===== src/hw/rtl/dcr_pkg.sv =====
`timescale 1ns / 1ps

package dcr_pkg;

  // Item modes
  localparam logic [1:0] MODE_READ     = 2'd0;
  localparam logic [1:0] MODE_WRITE    = 2'd1;
  localparam logic [1:0] MODE_COMPLETE = 2'd2;
  localparam logic [1:0] MODE_ERROR    = 2'd3;

  // Per-channel register selects (offset bits 3..0)
  localparam logic [3:0] REG_ADDR  = 4'h0;
  localparam logic [3:0] REG_BLOCK = 4'h4;
  localparam logic [3:0] REG_CTRL  = 4'h8;

  // Main register offsets
  localparam logic [6:0] OFF_PRIORITY = 7'h70;
  localparam logic [6:0] OFF_DICR     = 7'h74;

  localparam int          DEF_NUM_CHANNELS = 7;
  localparam int          IRQ_W            = 7;
  localparam int          SPARE_W          = 6;
  localparam int          ADDR_W           = 24;
  localparam int          CTRL_W           = 13;
  localparam logic [31:0] PRIORITY_RESET   = 32'h0765_4321;

  // Bit positions inside the packed control word
  localparam int CB_SYNC_LO = 3;
  localparam int CB_SYNC_HI = 4;
  localparam int CB_EN      = 11;
  localparam int CB_TRIG    = 12;

  // One item as seen by the register modules
  typedef struct packed {
    logic        exec;
    logic [1:0]  mode;
    logic [6:0]  offset;
    logic [31:0] wdata;
    logic [2:0]  evch;
  } dcr_op_t;

  typedef struct packed {
    logic [31:0] rdata;
    logic        started;
    logic        cancel;
  } dcr_chan_res_t;

  typedef struct packed {
    logic [31:0] rdata;
    logic        line;
    logic        raise;
    logic        drop;
  } dcr_irq_res_t;

  // Keep only the implemented control bits, packed
  function automatic logic [CTRL_W-1:0] ctrl_pack(input logic [31:0] v);
    return {v[28], v[24], v[22:20], v[18:16], v[10:9], v[8], v[1], v[0]};
  endfunction

  // Place packed control bits back at their bus positions
  function automatic logic [31:0] ctrl_unpack(input logic [CTRL_W-1:0] c);
    logic [31:0] r;
    r        = '0;
    r[0]     = c[0];
    r[1]     = c[1];
    r[8]     = c[2];
    r[10:9]  = c[4:3];
    r[18:16] = c[7:5];
    r[22:20] = c[10:8];
    r[24]    = c[11];
    r[28]    = c[12];
    return r;
  endfunction

endpackage


===== src/hw/rtl/dcr_chan_regs.sv =====
`timescale 1ns / 1ps

module dcr_chan_regs #(
  parameter int NUM_CHANNELS = dcr_pkg::DEF_NUM_CHANNELS
) (
  input  logic                  clk,
  input  logic                  rst_n,
  input  dcr_pkg::dcr_op_t      op,
  output dcr_pkg::dcr_chan_res_t res
);
  import dcr_pkg::*;

  localparam int CH_W = (NUM_CHANNELS > 1) ? $clog2(NUM_CHANNELS) : 1;

  logic [ADDR_W-1:0] addr_r  [NUM_CHANNELS];
  logic [15:0]       size_r  [NUM_CHANNELS];
  logic [15:0]       count_r [NUM_CHANNELS];
  logic [CTRL_W-1:0] ctrl_r  [NUM_CHANNELS];

  logic [2:0]        ch;
  logic [3:0]        reg_sel;
  logic              hit;
  logic [CH_W-1:0]   ch_idx;
  logic [CTRL_W-1:0] sel_ctrl;
  logic [CTRL_W-1:0] ctrl_wr;
  logic              active;
  logic              is_wr;

  assign ch      = op.offset[6:4];
  assign reg_sel = op.offset[3:0];
  assign hit     = (32'(ch) < NUM_CHANNELS);
  assign ch_idx  = op.offset[4 +: CH_W];
  assign is_wr   = op.exec && (op.mode == MODE_WRITE) && hit;

  // Control write: sync code three keeps the old sync field
  always_comb begin
    sel_ctrl = hit ? ctrl_r[ch_idx] : '0;
    ctrl_wr  = ctrl_pack(op.wdata);
    if (ctrl_wr[CB_SYNC_HI:CB_SYNC_LO] == 2'b11) begin
      ctrl_wr[CB_SYNC_HI:CB_SYNC_LO] = sel_ctrl[CB_SYNC_HI:CB_SYNC_LO];
    end
    active = ctrl_wr[CB_EN] &&
             ((ctrl_wr[CB_SYNC_HI:CB_SYNC_LO] != 2'b00) || ctrl_wr[CB_TRIG]);
  end

  // Per-channel storage
  for (genvar i = 0; i < NUM_CHANNELS; i++) begin : g_ch
    logic sel_i;
    logic done_i;
    assign sel_i  = is_wr && (ch == 3'(i));
    assign done_i = op.exec && (op.mode == MODE_COMPLETE) && (op.evch == 3'(i));

    always_ff @(posedge clk) begin
      if (!rst_n) begin
        addr_r[i]  <= '0;
        size_r[i]  <= '0;
        count_r[i] <= '0;
        ctrl_r[i]  <= '0;
      end else if (sel_i) begin
        unique case (reg_sel)
          REG_ADDR: addr_r[i] <= op.wdata[ADDR_W-1:0];
          REG_BLOCK: begin
            size_r[i]  <= op.wdata[15:0];
            count_r[i] <= op.wdata[31:16];
          end
          REG_CTRL: ctrl_r[i] <= ctrl_wr;
          default: ;
        endcase
      end else if (done_i) begin
        // completion stops the channel
        ctrl_r[i][CB_EN]   <= 1'b0;
        ctrl_r[i][CB_TRIG] <= 1'b0;
      end
    end
  end

  // Read mux and control-write flags
  always_comb begin
    res = '0;
    if (op.exec && hit) begin
      if (op.mode == MODE_READ) begin
        unique case (reg_sel)
          REG_ADDR:  res.rdata = {{(32 - ADDR_W){1'b0}}, addr_r[ch_idx]};
          REG_BLOCK: res.rdata = {count_r[ch_idx], size_r[ch_idx]};
          REG_CTRL:  res.rdata = ctrl_unpack(sel_ctrl);
          default:   res.rdata = '0;
        endcase
      end else if ((op.mode == MODE_WRITE) && (reg_sel == REG_CTRL)) begin
        res.started = active;
        res.cancel  = !active && (ch < 3'd3);
      end
    end
  end

endmodule


===== src/hw/rtl/dcr_irq_regs.sv =====
`timescale 1ns / 1ps

module dcr_irq_regs #(
  parameter int NUM_CHANNELS = dcr_pkg::DEF_NUM_CHANNELS
) (
  input  logic                 clk,
  input  logic                 rst_n,
  input  dcr_pkg::dcr_op_t     op,
  output dcr_pkg::dcr_irq_res_t res
);
  import dcr_pkg::*;

  logic [31:0]        prio_r, prio_nxt;
  logic [SPARE_W-1:0] spare_r, spare_nxt;
  logic               force_r, force_nxt;
  logic [IRQ_W-1:0]   en_r, en_nxt;
  logic               men_r, men_nxt;
  logic [IRQ_W-1:0]   pend_r, pend_nxt;
  logic               flag_r, flag_nxt;

  // Next state of the main registers
  always_comb begin
    prio_nxt  = prio_r;
    spare_nxt = spare_r;
    force_nxt = force_r;
    en_nxt    = en_r;
    men_nxt   = men_r;
    pend_nxt  = pend_r;
    if (op.exec) begin
      unique case (op.mode)
        MODE_WRITE: begin
          if (op.offset == OFF_PRIORITY) begin
            prio_nxt = op.wdata;
          end else if (op.offset == OFF_DICR) begin
            spare_nxt = op.wdata[SPARE_W-1:0];
            force_nxt = op.wdata[15];
            en_nxt    = op.wdata[22:16];
            men_nxt   = op.wdata[23];
            pend_nxt  = pend_r & ~op.wdata[30:24];
          end
        end
        MODE_COMPLETE: begin
          if ((32'(op.evch) < NUM_CHANNELS) && en_r[op.evch]) begin
            pend_nxt[op.evch] = 1'b1;
          end
        end
        MODE_ERROR: force_nxt = 1'b1;
        default: ;
      endcase
    end
    flag_nxt = force_nxt | (men_nxt & (|pend_nxt));
  end

  always_ff @(posedge clk) begin
    if (!rst_n) begin
      prio_r  <= PRIORITY_RESET;
      spare_r <= '0;
      force_r <= 1'b0;
      en_r    <= '0;
      men_r   <= 1'b0;
      pend_r  <= '0;
      flag_r  <= 1'b0;
    end else begin
      prio_r  <= prio_nxt;
      spare_r <= spare_nxt;
      force_r <= force_nxt;
      en_r    <= en_nxt;
      men_r   <= men_nxt;
      pend_r  <= pend_nxt;
      flag_r  <= flag_nxt;
    end
  end

  // Read data and interrupt edges
  always_comb begin
    res       = '0;
    res.line  = flag_nxt;
    res.raise = op.exec && flag_nxt && !flag_r;
    res.drop  = op.exec && !flag_nxt && flag_r;
    if (op.exec && (op.mode == MODE_READ)) begin
      if (op.offset == OFF_PRIORITY) begin
        res.rdata = prio_r;
      end else if (op.offset == OFF_DICR) begin
        res.rdata = {flag_r, pend_r, men_r, en_r, force_r, 9'd0, spare_r};
      end
    end
  end

endmodule


===== src/hw/rtl/dma_channel_register_block_top.sv =====
`timescale 1ns / 1ps

// Channel  | Handshake         | Payload
// ---------+-------------------+-----------------------------------------------
// in_      | in_valid/in_ready | mode, offset, write_data, event_channel
// out_     | out_valid/out_ready | read_data, channel_started, slice_cancel,
//          |                   | irq_line, irq_raise, irq_drop
//
// An item is captured in the input register, decoded against the register
// file and lands in the result register; one item per cycle is sustained
// while the result is not stalled. Synchronous active-low reset returns the
// valid flags and the register-file state to their reset values; the payload
// registers are not reset. A stalled result holds the input register; a new
// item is still taken in the same cycle the pending one moves on.

module dma_channel_register_block_top #(
  parameter int NUM_CHANNELS = dcr_pkg::DEF_NUM_CHANNELS
) (
  input  logic        clk,
  input  logic        rst_n,
  input  logic        in_valid,
  output logic        in_ready,
  input  logic [1:0]  in_mode,
  input  logic [6:0]  in_offset,
  input  logic [31:0] in_write_data,
  input  logic [2:0]  in_event_channel,
  output logic        out_valid,
  input  logic        out_ready,
  output logic [31:0] out_read_data,
  output logic        out_channel_started,
  output logic        out_slice_cancel,
  output logic        out_irq_line,
  output logic        out_irq_raise,
  output logic        out_irq_drop
);
  import dcr_pkg::*;

  logic          s1_valid_r;
  logic [1:0]    s1_mode_r;
  logic [6:0]    s1_offset_r;
  logic [31:0]   s1_wdata_r;
  logic [2:0]    s1_evch_r;
  logic          out_valid_r;
  logic          advance;
  dcr_op_t       op;
  dcr_chan_res_t chan_res;
  dcr_irq_res_t  irq_res;

  assign advance  = s1_valid_r && (!out_valid_r || out_ready);
  assign in_ready = !s1_valid_r || advance;

  // Input register
  always_ff @(posedge clk) begin
    if (!rst_n) begin
      s1_valid_r <= 1'b0;
    end else if (in_ready) begin
      s1_valid_r <= in_valid;
    end
  end

  always_ff @(posedge clk) begin
    if (in_valid && in_ready) begin
      s1_mode_r   <= in_mode;
      s1_offset_r <= in_offset;
      s1_wdata_r  <= in_write_data;
      s1_evch_r   <= in_event_channel;
    end
  end

  assign op.exec   = advance;
  assign op.mode   = s1_mode_r;
  assign op.offset = s1_offset_r;
  assign op.wdata  = s1_wdata_r;
  assign op.evch   = s1_evch_r;

  dcr_chan_regs #(
    .NUM_CHANNELS (NUM_CHANNELS)
  ) u_chan (
    .clk   (clk),
    .rst_n (rst_n),
    .op    (op),
    .res   (chan_res)
  );

  dcr_irq_regs #(
    .NUM_CHANNELS (NUM_CHANNELS)
  ) u_irq (
    .clk   (clk),
    .rst_n (rst_n),
    .op    (op),
    .res   (irq_res)
  );

  // Result register
  always_ff @(posedge clk) begin
    if (!rst_n) begin
      out_valid_r <= 1'b0;
    end else if (advance) begin
      out_valid_r <= 1'b1;
    end else if (out_ready) begin
      out_valid_r <= 1'b0;
    end
  end

  always_ff @(posedge clk) begin
    if (advance) begin
      out_read_data       <= chan_res.rdata | irq_res.rdata;
      out_channel_started <= chan_res.started;
      out_slice_cancel    <= chan_res.cancel;
      out_irq_line        <= irq_res.line;
      out_irq_raise       <= irq_res.raise;
      out_irq_drop        <= irq_res.drop;
    end
  end

  assign out_valid = out_valid_r;

  // Checks
  a_no_start_and_cancel: assert property (@(posedge clk) disable iff (!rst_n)
    out_valid_r |-> !(out_channel_started && out_slice_cancel))
    else $error("channel_started and slice_cancel both set");

  a_raise_sets_line: assert property (@(posedge clk) disable iff (!rst_n)
    (out_valid_r && out_irq_raise) |-> (out_irq_line && !out_irq_drop))
    else $error("irq_raise without irq_line");

  a_drop_clears_line: assert property (@(posedge clk) disable iff (!rst_n)
    (out_valid_r && out_irq_drop) |-> !out_irq_line)
    else $error("irq_drop with irq_line high");

  a_stall_only_on_full: assert property (@(posedge clk) disable iff (!rst_n)
    !in_ready |-> (s1_valid_r && out_valid_r && !out_ready))
    else $error("input stalled without a blocked result");

  a_bus_error_raises_line: assert property (@(posedge clk) disable iff (!rst_n)
    (advance && (s1_mode_r == MODE_ERROR)) |=> (out_valid_r && out_irq_line))
    else $error("bus error did not drive the interrupt line");

endmodule

===== config.mk =====
export PLATFORM = sky130hd
export DESIGN_NAME = dma_channel_register_block_top
export DESIGN_NICKNAME = d
export VERILOG_FILES = /design/src/hw/rtl/dcr_pkg.sv /design/src/hw/rtl/dcr_chan_regs.sv /design/src/hw/rtl/dcr_irq_regs.sv /design/src/hw/rtl/dma_channel_register_block_top.sv
export SDC_FILE = /design/constraint.sdc
export NUM_CORES = 1
export LEC_CHECK = 0
export BUFFER_PORTS_ARGS = -buffer_cell sky130_fd_sc_hd__buf_4
export CAP_MARGIN = 10
export CORE_UTILIZATION = 25
export DETAILED_ROUTE_END_ITERATION = 8
export GPL_ROUTABILITY_DRIVEN = 0
export PLACE_DENSITY_LB_ADDON = 0.15
export SYNTH_ARGS = -nofsm -noshare
export SYNTH_HDL_FRONTEND = slang
export SYNTH_HIERARCHICAL = 1
export SYNTH_SLANG_ARGS = --single-unit

===== constraint.sdc =====
create_clock -name clk -period 10.9 [get_ports clk]
set_input_delay 0.545 -clock clk [delete_from_list [all_inputs] [get_ports clk]]
set_output_delay 0.545 -clock clk [all_outputs]
set_load 0.02 [all_outputs]

==> out/metrics.yaml <==
dieHeight_um: 336
setup.worst_path.start_class: "flip-flop"
syn_nets: 2131
syn-cell-area_um2: 28000
path_clk_slew_ns: 0.06
max_cap_viol_count: 0
grt_max_degree: 99
cp_slowest_cell: "o32ai_1"
io_buffers: 86
drt-total-wl_um: 91200
finalSetupViolations: 0
synth_edf_count: 564
postRouteAntennaNets: 0
rsz0062_at_grt: "false"
yosysMostFrequentCell: "edfxtp_1"
worstPathMaxFanout: 60
postCtsSetupRepairBufs: 0
whs_endpoint: "s1_offset_r[4]"
crit_top_cell: "buf_4"
grt.met2_usage_pct: 29.2
path_cells: "buf_4 > buf_4 > and4b_1 > and3_1 > nand3_2 > o32ai_1 > a21oi_1"
layout-drive-gt1-share_pct: 17.3
core-area_um2: 111000
criticalPathCategory: "flip-flop to flip-flop"
outcome: "completed"
fmax_mhz: 245
start_util_pct: 25.2
cp_slowest_stage_delay_ns: 0.81
ys_ff_latch: 621
cts.sinks: 621
met3_usage_pct: 1.98
cp.required_ns: 11.23
drt_iter0_drc: 1175
antenna_found_initial: 6
worst-slew-pin-transition_ns: 1.17
grt_util_met1_pct: 20.0
die_w_um: 336
crit_start: "s1_offset_r[5]"
grt_pass1_vias: 17400
vias: 16700
rr_endpoint: "out_irq_raise"
root_buffer: "clkbuf_16"
cp_top_family: "buffers and inverters"
finalClockSkew_ns: 0.0246
grt_usage_pct: 16.1
drv_slew: 0
synth.distinct_cells: 68
viasPerCell: 4.55
reg2regPathDepth: 7
hold_buffers: 0
numCtsBuffers: 73
io_pins: 87
clk_latency_ns: 0.62
worst_setup_path_end_kind: "flip-flop"
hold_depth: 1
r2r-start: "s1_offset_r[5]"
hold_viol: 0
dr.pass1.iters: 7
dpl.cell_count: 3538
crit_arrival_ns: 4.42
ys.flop_type: "edfxtp_1"
cts.repair.resized: 0
busiest_layer: "met2"
rows: 122
htree_levels: 3
die_area_um2: 113000
fin_util_pct: 29.6
grt.overflow.total: 0
synth_commonest_cells: "564 x edfxtp_1, 472 x and2_1, 155 x nand2_1"
ys_async_sr_fraction_pct: 0
synth_top_cell_area_share_pct: 60.6
synthToLayoutAreaGrowth_pct: 17.2
clk_path_buf_depth: 3
layout_worst_path_cycle_share_pct: 37.5
grt_first_pass_wirelength_um: 129000
peakVddDrop_mv: 0.0863
drcViolationCount: 0
layout.nets: 2177
post-dp-hpwl_um: 53700
holdCritStartpoint: "in_offset[4]"
cp_num_buf_inv: 2
layoutNonFillerInstCount: 3672
power.density_nw_per_um2: 169
r2r_slack_ns: 6.81
ys_seq_area_share_pct: 64.6
period_minus_slack_ns: 4.09
synth_area_leader_cell: "edfxtp_1"
crit_cells: 7
p_leak_nw: 12.0
slew_headroom_pct: 21.6
synth_area_per_cell_um2: 13.5
wl_per_cell_um: 24.8
cts_tree: "done"
synth_cells: 2079
synth_warnings: 6
min_path_type: "input pin to flip-flop"
setup_tns_ns: 0
synthTopCellsByArea: "edfxtp_1 61%, and2_1 11%, mux2i_1 5.1%, mux4_2 4.6%, dfxtp_1 4.1%"
sequential cells by signal, indices dropped and copies added, names as in the netlist, 2 cells and up:
register,flops
s1_wdata_r,32
s1_evch_r,3
u_irq/pend_r,7
u_irq/spare_r,6
u_chan/ctrl_r,91
u_chan/addr_r,168
u_irq/en_r,7
u_chan/size_r,112
u_irq/prio_r,32
u_chan/count_r,112
s1_offset_r,7
s1_mode_r,2
out_read_data,32
per-layer routing:
layer / vias up / wire length, µm
li1: 7605 / -
met1: 8656 / 38700
met2: 358 / 47400
met3: 102 / 3070
met4: 0 / 2000
met5: - / 0
worst max-delay path by stage:
stage,endpoint,slack [ns]
2_1_floorplan,u_chan/count_r[5][0],5.63
3_3_place_gp,u_chan/ctrl_r[5][11],6.61
3_5_place_dp,u_chan/ctrl_r[5][11],6.50
4_1_cts,out_irq_drop,6.78
5_1_grt,out_irq_raise,6.58
6_report,out_irq_raise,6.81
per-stage QoR:
stage | worst slack, ns | power [mW] | hold slack (ns) | cell area [µm²]
6_report | 6.81 | 5.54 | 0.106 | 32800
5_1_grt | 6.58 | 5.72 | 0.0723 | 32800
4_1_cts | 6.78 | 5.62 | 0.0676 | 32800
3_5_place_dp | 6.50 | 3.09 | 0.442 | 30300
3_3_place_gp | 6.61 | 3.09 | 0.439 | 30300
2_1_floorplan | 5.63 | 2.93 | 0.432 | 28000
layout by cell type (no fill, tap or decap), drive strengths merged, types with 14 or more instances in the layout:
cell type / netlist / routed
or2: 36 / 36
buf: 50 / 135
clkbuf: 114 / 99
and3b: 14 / 14
nor3: 18 / 18
a21oi: 47 / 47
clkinv: 0 / 26
nand2: 155 / 155
and2: 472 / 472
edfxtp: 564 / 564
o22ai: 17 / 17
mux2: 18 / 18
mux4: 57 / 57
nand3: 24 / 24
nand2b: 15 / 15
dfxtp: 57 / 57
mux2i: 143 / 143
nor2: 78 / 78
o21ai: 69 / 69
logic make-up after synthesis:
logic type,count (synthesis),synth area share (%)
muxes,218,10.4
AOI/OAI and AO/OA,217,4.99
DFF,621,64.6
adders and majority gates,4,0.179
buffers and inverters,170,2.62
and+or+nand+nor,849,17.1
power breakdown:
part           switching, mW  internal (mW)
Clock                  0.989           1.52
Sequential            0.0581           2.67
Combinational          0.202          0.105
Total                   1.25           4.29
worst register-to-register path, stage by stage (launching register included):
cell and delay (ns):
edfxtp_1 0.33, buf_4 0.55, buf_4 0.74, and4b_1 0.58, and3_1 0.27, nand3_2 0.36
o32ai_1 0.82, a21oi_1 0.15
layout make-up:
class	instances	area, µm²
clock buffers	99	2110
clock inverters	34	332
inverters	6	22.5
fillers	11200	78000
diodes	1	2.50
repair buffers	135	1040
multi-input cells	1288	9330
flip-flops and latches	621	18100
well taps	1488	1860
Note: power is estimated with default switching activity, not from simulation.
